===== src/rtl/fbfl_pkg.sv =====
// ----------------------------------------------------------------------------
// fbfl_pkg
// Shared types and constants of the fixed block free list allocator.
// ----------------------------------------------------------------------------
package fbfl_pkg;

  // Pool geometry
  localparam int unsigned MaxSlots = 1024;
  localparam int unsigned IdxW     = $clog2(MaxSlots);   // slot index bits
  localparam int unsigned CntW     = IdxW + 1;           // count / list pointer bits

  // List terminator: one past the last slot
  localparam logic [CntW-1:0] ListEnd = CntW'(MaxSlots);

  // Field widths
  localparam int unsigned AddrW = 32;
  localparam int unsigned SizeW = 16;
  localparam int unsigned ProdW = IdxW + SizeW;

  // Configuration register indexes
  localparam int unsigned CfgIdxW = 2;
  localparam logic [CfgIdxW-1:0] RegSlotCount   = 2'd0;
  localparam logic [CfgIdxW-1:0] RegElementSize = 2'd1;
  localparam logic [CfgIdxW-1:0] RegAreaBase    = 2'd2;

  // Reset values of the configuration registers
  localparam logic [CntW-1:0]  SlotCountRst   = CntW'(MaxSlots);
  localparam logic [SizeW-1:0] ElementSizeRst = 16'd64;
  localparam logic [AddrW-1:0] AreaBaseRst    = 32'd0;

  typedef enum logic [1:0] {
    OP_ALLOC  = 2'd0,
    OP_FREE   = 2'd1,
    OP_LOOKUP = 2'd2,
    OP_CLEAR  = 2'd3
  } op_e;

  typedef enum logic [1:0] {
    ST_OK       = 2'd0,
    ST_EMPTY    = 2'd1,
    ST_BAD      = 2'd2,
    ST_NOT_USED = 2'd3
  } status_e;

  typedef enum logic [2:0] {
    S_SWEEP,
    S_IDLE,
    S_READ,
    S_MUL,
    S_ADD,
    S_DIV,
    S_FCHK,
    S_DONE
  } state_e;

  // One entry of the next-slot table
  typedef struct packed {
    logic            used;
    logic [CntW-1:0] next;
  } entry_t;

  // Divider handshake toward the core
  typedef struct packed {
    logic start;
  } div_ctrl_t;

  typedef struct packed {
    logic done;
  } div_stat_t;

endpackage


===== src/rtl/fbfl_div.sv =====
// ----------------------------------------------------------------------------
// fbfl_div
// Restoring divider, one quotient bit per cycle, 32-bit by 16-bit.
// ----------------------------------------------------------------------------
module fbfl_div (
  input  logic                          clk_i,
  input  logic                          rst_ni,
  input  fbfl_pkg::div_ctrl_t           ctrl_i,
  input  logic [fbfl_pkg::AddrW-1:0]    dividend_i,
  input  logic [fbfl_pkg::SizeW-1:0]    divisor_i,
  output fbfl_pkg::div_stat_t           stat_o,
  output logic [fbfl_pkg::AddrW-1:0]    quotient_o,
  output logic [fbfl_pkg::SizeW-1:0]    remainder_o
);

  localparam int unsigned CntBits = $clog2(fbfl_pkg::AddrW);

  logic                         busy_q, busy_d;
  logic                         done_q, done_d;
  logic [CntBits-1:0]           cnt_q, cnt_d;
  logic [fbfl_pkg::AddrW-1:0]   quo_q, quo_d;
  logic [fbfl_pkg::SizeW-1:0]   rem_q, rem_d;
  logic [fbfl_pkg::SizeW-1:0]   div_q, div_d;
  logic [fbfl_pkg::SizeW:0]     rem_sh;
  logic [fbfl_pkg::SizeW:0]     rem_sub;
  logic                         fits;

  // One restoring step
  assign rem_sh  = {rem_q, quo_q[fbfl_pkg::AddrW-1]};
  assign fits    = rem_sh >= {1'b0, div_q};
  assign rem_sub = rem_sh - {1'b0, div_q};

  always_comb begin
    busy_d = busy_q;
    done_d = 1'b0;
    cnt_d  = cnt_q;
    quo_d  = quo_q;
    rem_d  = rem_q;
    div_d  = div_q;
    if (ctrl_i.start) begin
      busy_d = 1'b1;
      cnt_d  = '0;
      quo_d  = dividend_i;
      rem_d  = '0;
      div_d  = divisor_i;
    end else if (busy_q) begin
      quo_d = {quo_q[fbfl_pkg::AddrW-2:0], fits};
      rem_d = fits ? rem_sub[fbfl_pkg::SizeW-1:0] : rem_sh[fbfl_pkg::SizeW-1:0];
      cnt_d = cnt_q + CntBits'(1);
      if (cnt_q == CntBits'(fbfl_pkg::AddrW - 1)) begin
        busy_d = 1'b0;
        done_d = 1'b1;
      end
    end
  end

  // Control state
  always_ff @(posedge clk_i or negedge rst_ni) begin
    if (!rst_ni) begin
      busy_q <= 1'b0;
      done_q <= 1'b0;
      cnt_q  <= '0;
    end else begin
      busy_q <= busy_d;
      done_q <= done_d;
      cnt_q  <= cnt_d;
    end
  end

  // Datapath
  always_ff @(posedge clk_i) begin
    quo_q <= quo_d;
    rem_q <= rem_d;
    div_q <= div_d;
  end

  assign stat_o.done = done_q;
  assign quotient_o  = quo_q;
  assign remainder_o = rem_q;

endmodule


===== config.mk =====
export PLATFORM = sky130hd
export DESIGN_NAME = fbfl_div
export DESIGN_NICKNAME = d
export VERILOG_FILES = /design/src/rtl/fbfl_pkg.sv /design/src/rtl/fbfl_div.sv
export SDC_FILE = /design/constraint.sdc
export NUM_CORES = 1
export LEC_CHECK = 0
export BUFFER_PORTS_ARGS = -buffer_cell sky130_fd_sc_hd__buf_2
export CAP_MARGIN = 10
export CORE_MARGIN = 3
export CORE_UTILIZATION = 45
export CTS_BUF_LIST = sky130_fd_sc_hd__clkbuf_4
export DETAILED_ROUTE_END_ITERATION = 10
export PLACE_DENSITY = 0.7
export SYNTH_ARGS = -nofsm -noshare
export SYNTH_HDL_FRONTEND = slang
export SYNTH_SLANG_ARGS = --single-unit

===== constraint.sdc =====
create_clock -name clk_i -period 6.6 [get_ports clk_i]
set_input_delay 1.98 -clock clk_i [delete_from_list [all_inputs] [get_ports clk_i]]
set_output_delay 1.98 -clock clk_i [all_outputs]
set_load 0.01 [all_outputs]

==> run summary, run 1 <==
final hold slack - 497.7 ps
core area - 7928 sq um
CP Class - primary input to flop
layout cells sized above 1 - 36.60%
initial drt markers - 93
global-route wire length before repair - 14030 um
postcts setup bufs - 0
Clock Tree Buf Depth - 2
Rows - 32
Remaining Overflow, GRT - 0
pin count of the biggest net entering global routing - 63
drt via density - 5.467
leakage power total - 2.056 nW
fmax - 299.9 MHz
area grow syn2layout - 19.52%
post-synthesis cell type count - 60
RSZ-0062 raised after global routing - false
CP max FO - 17
Syn Nets - 393
DR pass1 iterations - 4
WL final - 8363 um
Psw - 251.3 uW
clock skew - 10.29 ps
antenna viol nets, final - 0
Sequential Power Share - 55.4%
Max Slew Vio Count - 0
post-layout util - 56.91%
Comb power frac - 15.0%
Buffers on Ports - 99
status - finished, final reports clean
Least-Margin Pin Slew - 966.2 ps
via count - 2903
WP data required - 6780 ps
post-CTS resize count - 0
part of the cycle the worst path needs - 50.52%
CP bufs+invs - 3
width of the die - 97.59 um
antenna violations before repair - 0
Fillers - 704
EDFF count, synth - 48
CP Data Arrival Time - 3510 ps
P per Cell Area - 210.5 nW/um^2
Final min period - 3334 ps
crit path capture type - flop
critical path cell sequence - buf_2, nor2_1, inv_1, buf_16
clock power share - 29.6%
Setup TNS - 0 ps
htree depth - 3
leading post-synthesis cells by cell area - edfxtp_1, mux2_2, dfxtp_1
maxcap violations - 0
n_diodes - 0
post-cts hold buffer count - 0
Synth Cell Area - 3775 sq um
Synth top area share - 38.18%
setup ws final - 3266 ps
All-Layer GR Usage - 18.11%
io pins - 100
Pint - 698.3 uW
clk_lat worst skew - 420 ps
Synth Instances - 323
#FFs+latches synth - 71
startpoint types - primary input
final-report hold violation count - 0
# nets final - 494
starting density of the core - 47.62%
Slew headroom - 35.38%
Max IR drop VDD - 173.0 uV
count leader, synth - edfxtp_1
vias in the first global route - 2934
CP peak stage delay - 550 ps
crit-path leading delay family - buffers and inverters
Final HPWL DP - 6124 um
Die H - 97.59 um
switching share of power - 26.46%
CTS tree - yes
Synth Flop Type - edfxtp_1
average size of a mapped cell - 11.69 sq um
setup violators final - 0
slowest CP cell - nor2_1
Placer Congestion - 0.9014
per-cell routed wire length - 15.75 um
top cells by count, synth - edfxtp_1, mux2_2, inv_1
cell taking the most area after synthesis - edfxtp_1
Die ar. - 9524 sq um
CTS clk-pin slew, worst paths - 110 ps
ys async rst share - 9.859%
total power - 949.6 uW
DRC Markers - 0
Clock Tree Root - clkbuf_4
# clock sinks - 71
Num CTS Buffers - 9
Syn. warnings - 0
Place WS - 2687 ps
sequential-to-total area share from yosys stat - 51.31%
Hold/Removal Path Class - flop to flop
-- worst paths after layout --
kind	startpoint	slack [ps]	end	cells past startpoint
min reg2reg	remainder_o[5]$_SDFFE_PP0P_	500	remainder_o[5]$_SDFFE_PP0P_	2
max in group asynchronous	rst_ni	5070	cnt_q[3]$_DFFE_PN0P_	1
min in group asynchronous	rst_ni	1370	cnt_q[0]$_DFFE_PN0P_	1
max	ctrl_i	3270	quotient_o[18]$_DFFE_PP_	4
min	remainder_o[5]$_SDFFE_PP0P_	500	remainder_o[5]$_SDFFE_PP0P_	2
max reg2reg	remainder_o[10]$_SDFFE_PP0P_	3730	remainder_o[10]$_SDFFE_PP0P_	7
-- cell usage in the layout, fill, tap and decap left out, drive strengths merged, types with 4 or more instances in the layout --
cell / n
mux2i: 9
buf: 101
a211oi: 4
xnor2: 5
edfxtp: 48
dfrtp: 7
inv: 23
clkinv: 5
and3: 4
o21ai: 21
o21a: 4
nor2: 22
dfxtp: 16
a32oi: 4
nand2: 17
a311oi: 6
clkbuf: 10
ha: 18
nor4: 4
nand2b: 4
a21oi: 14
nor3: 5
mux2: 32
a21o: 5
-- sequential cells by signal, summed over array words and instances (netlist names) --
| name | cells |
|---|---|
| cnt_q | 5 |
| busy_q | 1 |
| quotient_o | 32 |
| div_q | 16 |
| stat_o | 1 |
| remainder_o | 16 |
-- power groups by stage --
stage          sequential [mW]  clock (mW)  combinational [mW]
6_report                 0.526       0.281               0.142
5_1_grt                  0.531       0.309               0.159
4_1_cts                  0.526       0.290               0.143
3_5_place_dp             0.535           0               0.143
3_3_place_gp             0.536           0               0.139
2_1_floorplan            0.544           0              0.0776
-- through the flow --
stage | std cells | area (sq um)
final | 531 | 4512
after global routing | 531 | 4512
after CTS | 530 | 4484
after detailed placement | 514 | 4347
after global placement | 514 | 4347
after floorplan | 323 | 3775
-- per-layer routing --
layer | share of wire, % | GRT usage (%)
met4 | 1.8 | 7.029
met1 | 45 | 24.23
met3 | 8.3 | 5.025
met2 | 45 | 27.89
met5 | 0 | 0
-- cells by family (layout without fill, tap and decap cells) --
kind of cell | after synthesis | count (layout) | share of synthesized area [%]
AOI/OAI and AO/OA | 80 | 80 | 14.85
DFF | 71 | 71 | 51.31
and+or+nand+nor | 70 | 70 | 9.712
muxes | 41 | 41 | 11.93
buffers and inverters | 34 | 140 | 3.845
adders and majority gates | 19 | 19 | 6.497
xor gates and xnor gates | 8 | 8 | 1.856
-- worst reg2reg max path: cells and delay by family, from the launching register on --
kind / cells / cell delay (ps)
AO/OA/AOI/OAI: 4 / 1510
AND/OR/NAND/NOR: 2 / 480
adder cells (fa/ha/maj): 1 / 430
flip-flops: 1 / 370
-- cell type report --
| type | instances | area (sq um) | share of cell area (%) |
|---|---|---|---|
| Timing Repair Buffer | 101 | 530.5 | 11.76 |
| Sequential cell | 71 | 1937 | 42.93 |
| Clock buffer | 10 | 75.07 | 1.664 |
| Multi-Input combinational cell | 218 | 1693 | 37.52 |
| Inverter | 23 | 86.33 | 1.913 |
| Clock inverter | 6 | 62.56 | 1.387 |
| Tap cell | 102 | 127.6 | 2.829 |
Power figures use the tool's default switching activity.
==> run 2: changes to the inputs <==
--- a/config.mk
+++ b/config.mk
@@ -5,13 +5,14 @@
 export SDC_FILE = /design/constraint.sdc
 export NUM_CORES = 1
 export LEC_CHECK = 0
+export ABC_AREA = 1
 export BUFFER_PORTS_ARGS = -buffer_cell sky130_fd_sc_hd__buf_2
 export CAP_MARGIN = 10
 export CORE_MARGIN = 3
 export CORE_UTILIZATION = 45
 export CTS_BUF_LIST = sky130_fd_sc_hd__clkbuf_4
 export DETAILED_ROUTE_END_ITERATION = 10
-export PLACE_DENSITY = 0.7
+export PLACE_DENSITY = 0.69
 export SYNTH_ARGS = -nofsm -noshare
 export SYNTH_HDL_FRONTEND = slang
 export SYNTH_SLANG_ARGS = --single-unit
==> constraint.sdc (replaced) <==
create_clock -name clk_i -period 3.2 [get_ports clk_i]
set_input_delay 0.96 -clock clk_i [delete_from_list [all_inputs] [get_ports clk_i]]
set_output_delay 0.96 -clock clk_i [all_outputs]
set_load 0.01 [all_outputs]
==> run summary, run 2 <==
per-cell routed wire length - 13.74 um
CP Data Arrival Time - 2590 ps
switching share of power - 40.73%
Clock Tree Root - clkbuf_4
Storage cell area - 1937 sq um
Least-Margin Pin Slew - 572.2 ps
Remaining Overflow, GRT - 0
post-synthesis cell type count - 35
post-layout util - 56.61%
clock skew - 21.82 ps
vias in the first global route - 3515
CP Class - flop to flop
CP max FO - 18
Fillers - 825
r2r endpoint - remainder_o[12]$_SDFFE_PP0P_
Synth Cell Area - 4018 sq um
Max IR drop VDD - 273.1 uV
Synth top area share - 35.88%
maxcap violations - 0
leading post-synthesis cells by cell area - edfxtp_1, nand2_1, dfxtp_1
initial drt markers - 237
area grow syn2layout - 18.69%
Die H - 100.5 um
WP data required - 3540 ps
global-route wire length before repair - 16540 um
# clock sinks - 71
n_diodes - 0
part of the cycle the worst path needs - 70.56%
r2r setup slk - 940 ps
setup ws final - 942.1 ps
Num CTS Buffers - 9
Placer Congestion - 0.9427
Syn. warnings - 0
antenna viol nets, final - 0
leakage power total - 2.579 nW
pin count of the biggest net entering global routing - 35
starting density of the core - 47.70%
ys async rst share - 9.859%
routing usage on met2 - 32.67%
drt via density - 4.927
crit path capture type - flop
post-CTS resize count - 0
Psw - 1.303 mW
Max Slew Vio Count - 0
Rows - 33
via count - 3567
RSZ-0062 raised after global routing - false
EDFF count, synth - 48
Final min period - 2258 ps
cell taking the most area after synthesis - edfxtp_1
Pint - 1.897 mW
sequential-to-total area share from yosys stat - 48.21%
layout cells sized above 1 - 22.62%
fmax - 442.9 MHz
Synth Instances - 510
average size of a mapped cell - 7.878 sq um
Synth Flop Type - edfxtp_1
cell area after layout - 4768 sq um
Reg2Reg Launch Point - remainder_o[11]$_SDFFE_PP0P_
clk_lat worst skew - 410 ps
M3 GR Usage - 4.360%
Buffers on Ports - 99
setup violators final - 0
core area - 8423 sq um
Die ar. - 10100 sq um
Clock Tree Buf Depth - 2
count leader, synth - nand2_1
status - finished, final reports clean
io pins - 100
CTS clk-pin slew, worst paths - 130 ps
Hold/Removal Path Class - primary input to async pin
Final HPWL DP - 7815 um
area of the multi-input gates - 1729 sq um
All-Layer GR Usage - 20.57%
Slew headroom - 61.71%
FF-to-FF path depth - 8
Syn Nets - 580
top cells by count, synth - nand2_1, inv_1, edfxtp_1
M1 GR Usage - 28.02%
#FFs+latches synth - 71
# nets final - 684
max reg flops - 32
clock power share - 18.1%
commonest non-fill, non-tap cells in the layout - nand2_1, buf_2, inv_1
P per Cell Area - 671.1 nW/um^2
htree depth - 3
DR pass1 iterations - 4
busiest layer in global routing - met2
Sequential Power Share - 38.6%
width of the die - 100.5 um
WL final - 9949 um
commonest non-fill, non-tap cell in the layout - nand2_1
Comb power frac - 43.3%
postcts setup bufs - 0
post-cts hold buffer count - 0
Setup TNS - 0 ps
Placement Cell Area - 4627 sq um
DRC Markers - 0
startpoint types - flop
antenna violations before repair - 0
Place WS - 904.0 ps
CTS tree - yes
final-report hold violation count - 0
[run 2: worst max path at each step]
stage,slack [ps],end,from,cells past startpoint
4_1_cts,970,remainder_o[12]$_SDFFE_PP0P_,remainder_o[11]$_SDFFE_PP0P_,8
6_report,940,remainder_o[12]$_SDFFE_PP0P_,remainder_o[11]$_SDFFE_PP0P_,8
3_5_place_dp,900,quotient_o[0]$_DFFE_PP_,ctrl_i,6
2_1_floorplan,590,quotient_o[0]$_DFFE_PP_,ctrl_i,3
5_1_grt,800,remainder_o[7]$_SDFFE_PP0P_,remainder_o[11]$_SDFFE_PP0P_,8
3_3_place_gp,920,quotient_o[0]$_DFFE_PP_,ctrl_i,6
[run 2: cell families after synthesis]
kind of cell | after synthesis | share of synthesized area (%)
compound gates | 25 | 3.675
xor+xnor | 6 | 1.308
buf+inv | 89 | 8.751
simple gates | 300 | 31.95
flops | 71 | 48.21
fa+ha+maj | 19 | 6.104
[run 2: cell type report]
type                    instances  area share (%)
clock buffers                  11           1.732
clock inverters                 5           1.233
inverters                      77           6.061
multi-input cells             350           36.26
flip-flops and latches         71           40.62
well taps                     105           2.755
repair buffers                105           11.34
[run 2: power by group through the flow]
stage | registers (mW) | clock network [mW] | logic (mW)
3_5_place_dp | 1.25 | 0 | 1.38
3_3_place_gp | 1.25 | 0 | 1.35
4_1_cts | 1.24 | 0.591 | 1.39
6_report | 1.24 | 0.579 | 1.38
5_1_grt | 1.25 | 0.635 | 1.58
2_1_floorplan | 1.28 | 0 | 0.963
[run 2: routing by layer]
metal	part of all wire [%]	wire length, um
met3	6.5	651
met2	46	4566
met1	46	4533
met5	0	0
met4	2.0	198
[run 2: critical path, stage by stage, from the launching register on]
cell,delay (ps)
dfxtp_1,370
ha_1,380
a21oi_1,330
a21oi_1,170
nor2_4,430
nand2_4,220
nand2_1,130
nand3_1,80
nand2_1,70
[run 2: stage by stage]
stage                     instances  power [mW]  hold WS (ps)
after floorplan                 510       2.243         485.6
after CTS                       724       3.214         340.8
after detailed placement        708       2.631         487.1
final                           724       3.200         359.6
after global routing            724       3.465         317.1
after global placement          708       2.606         486.8
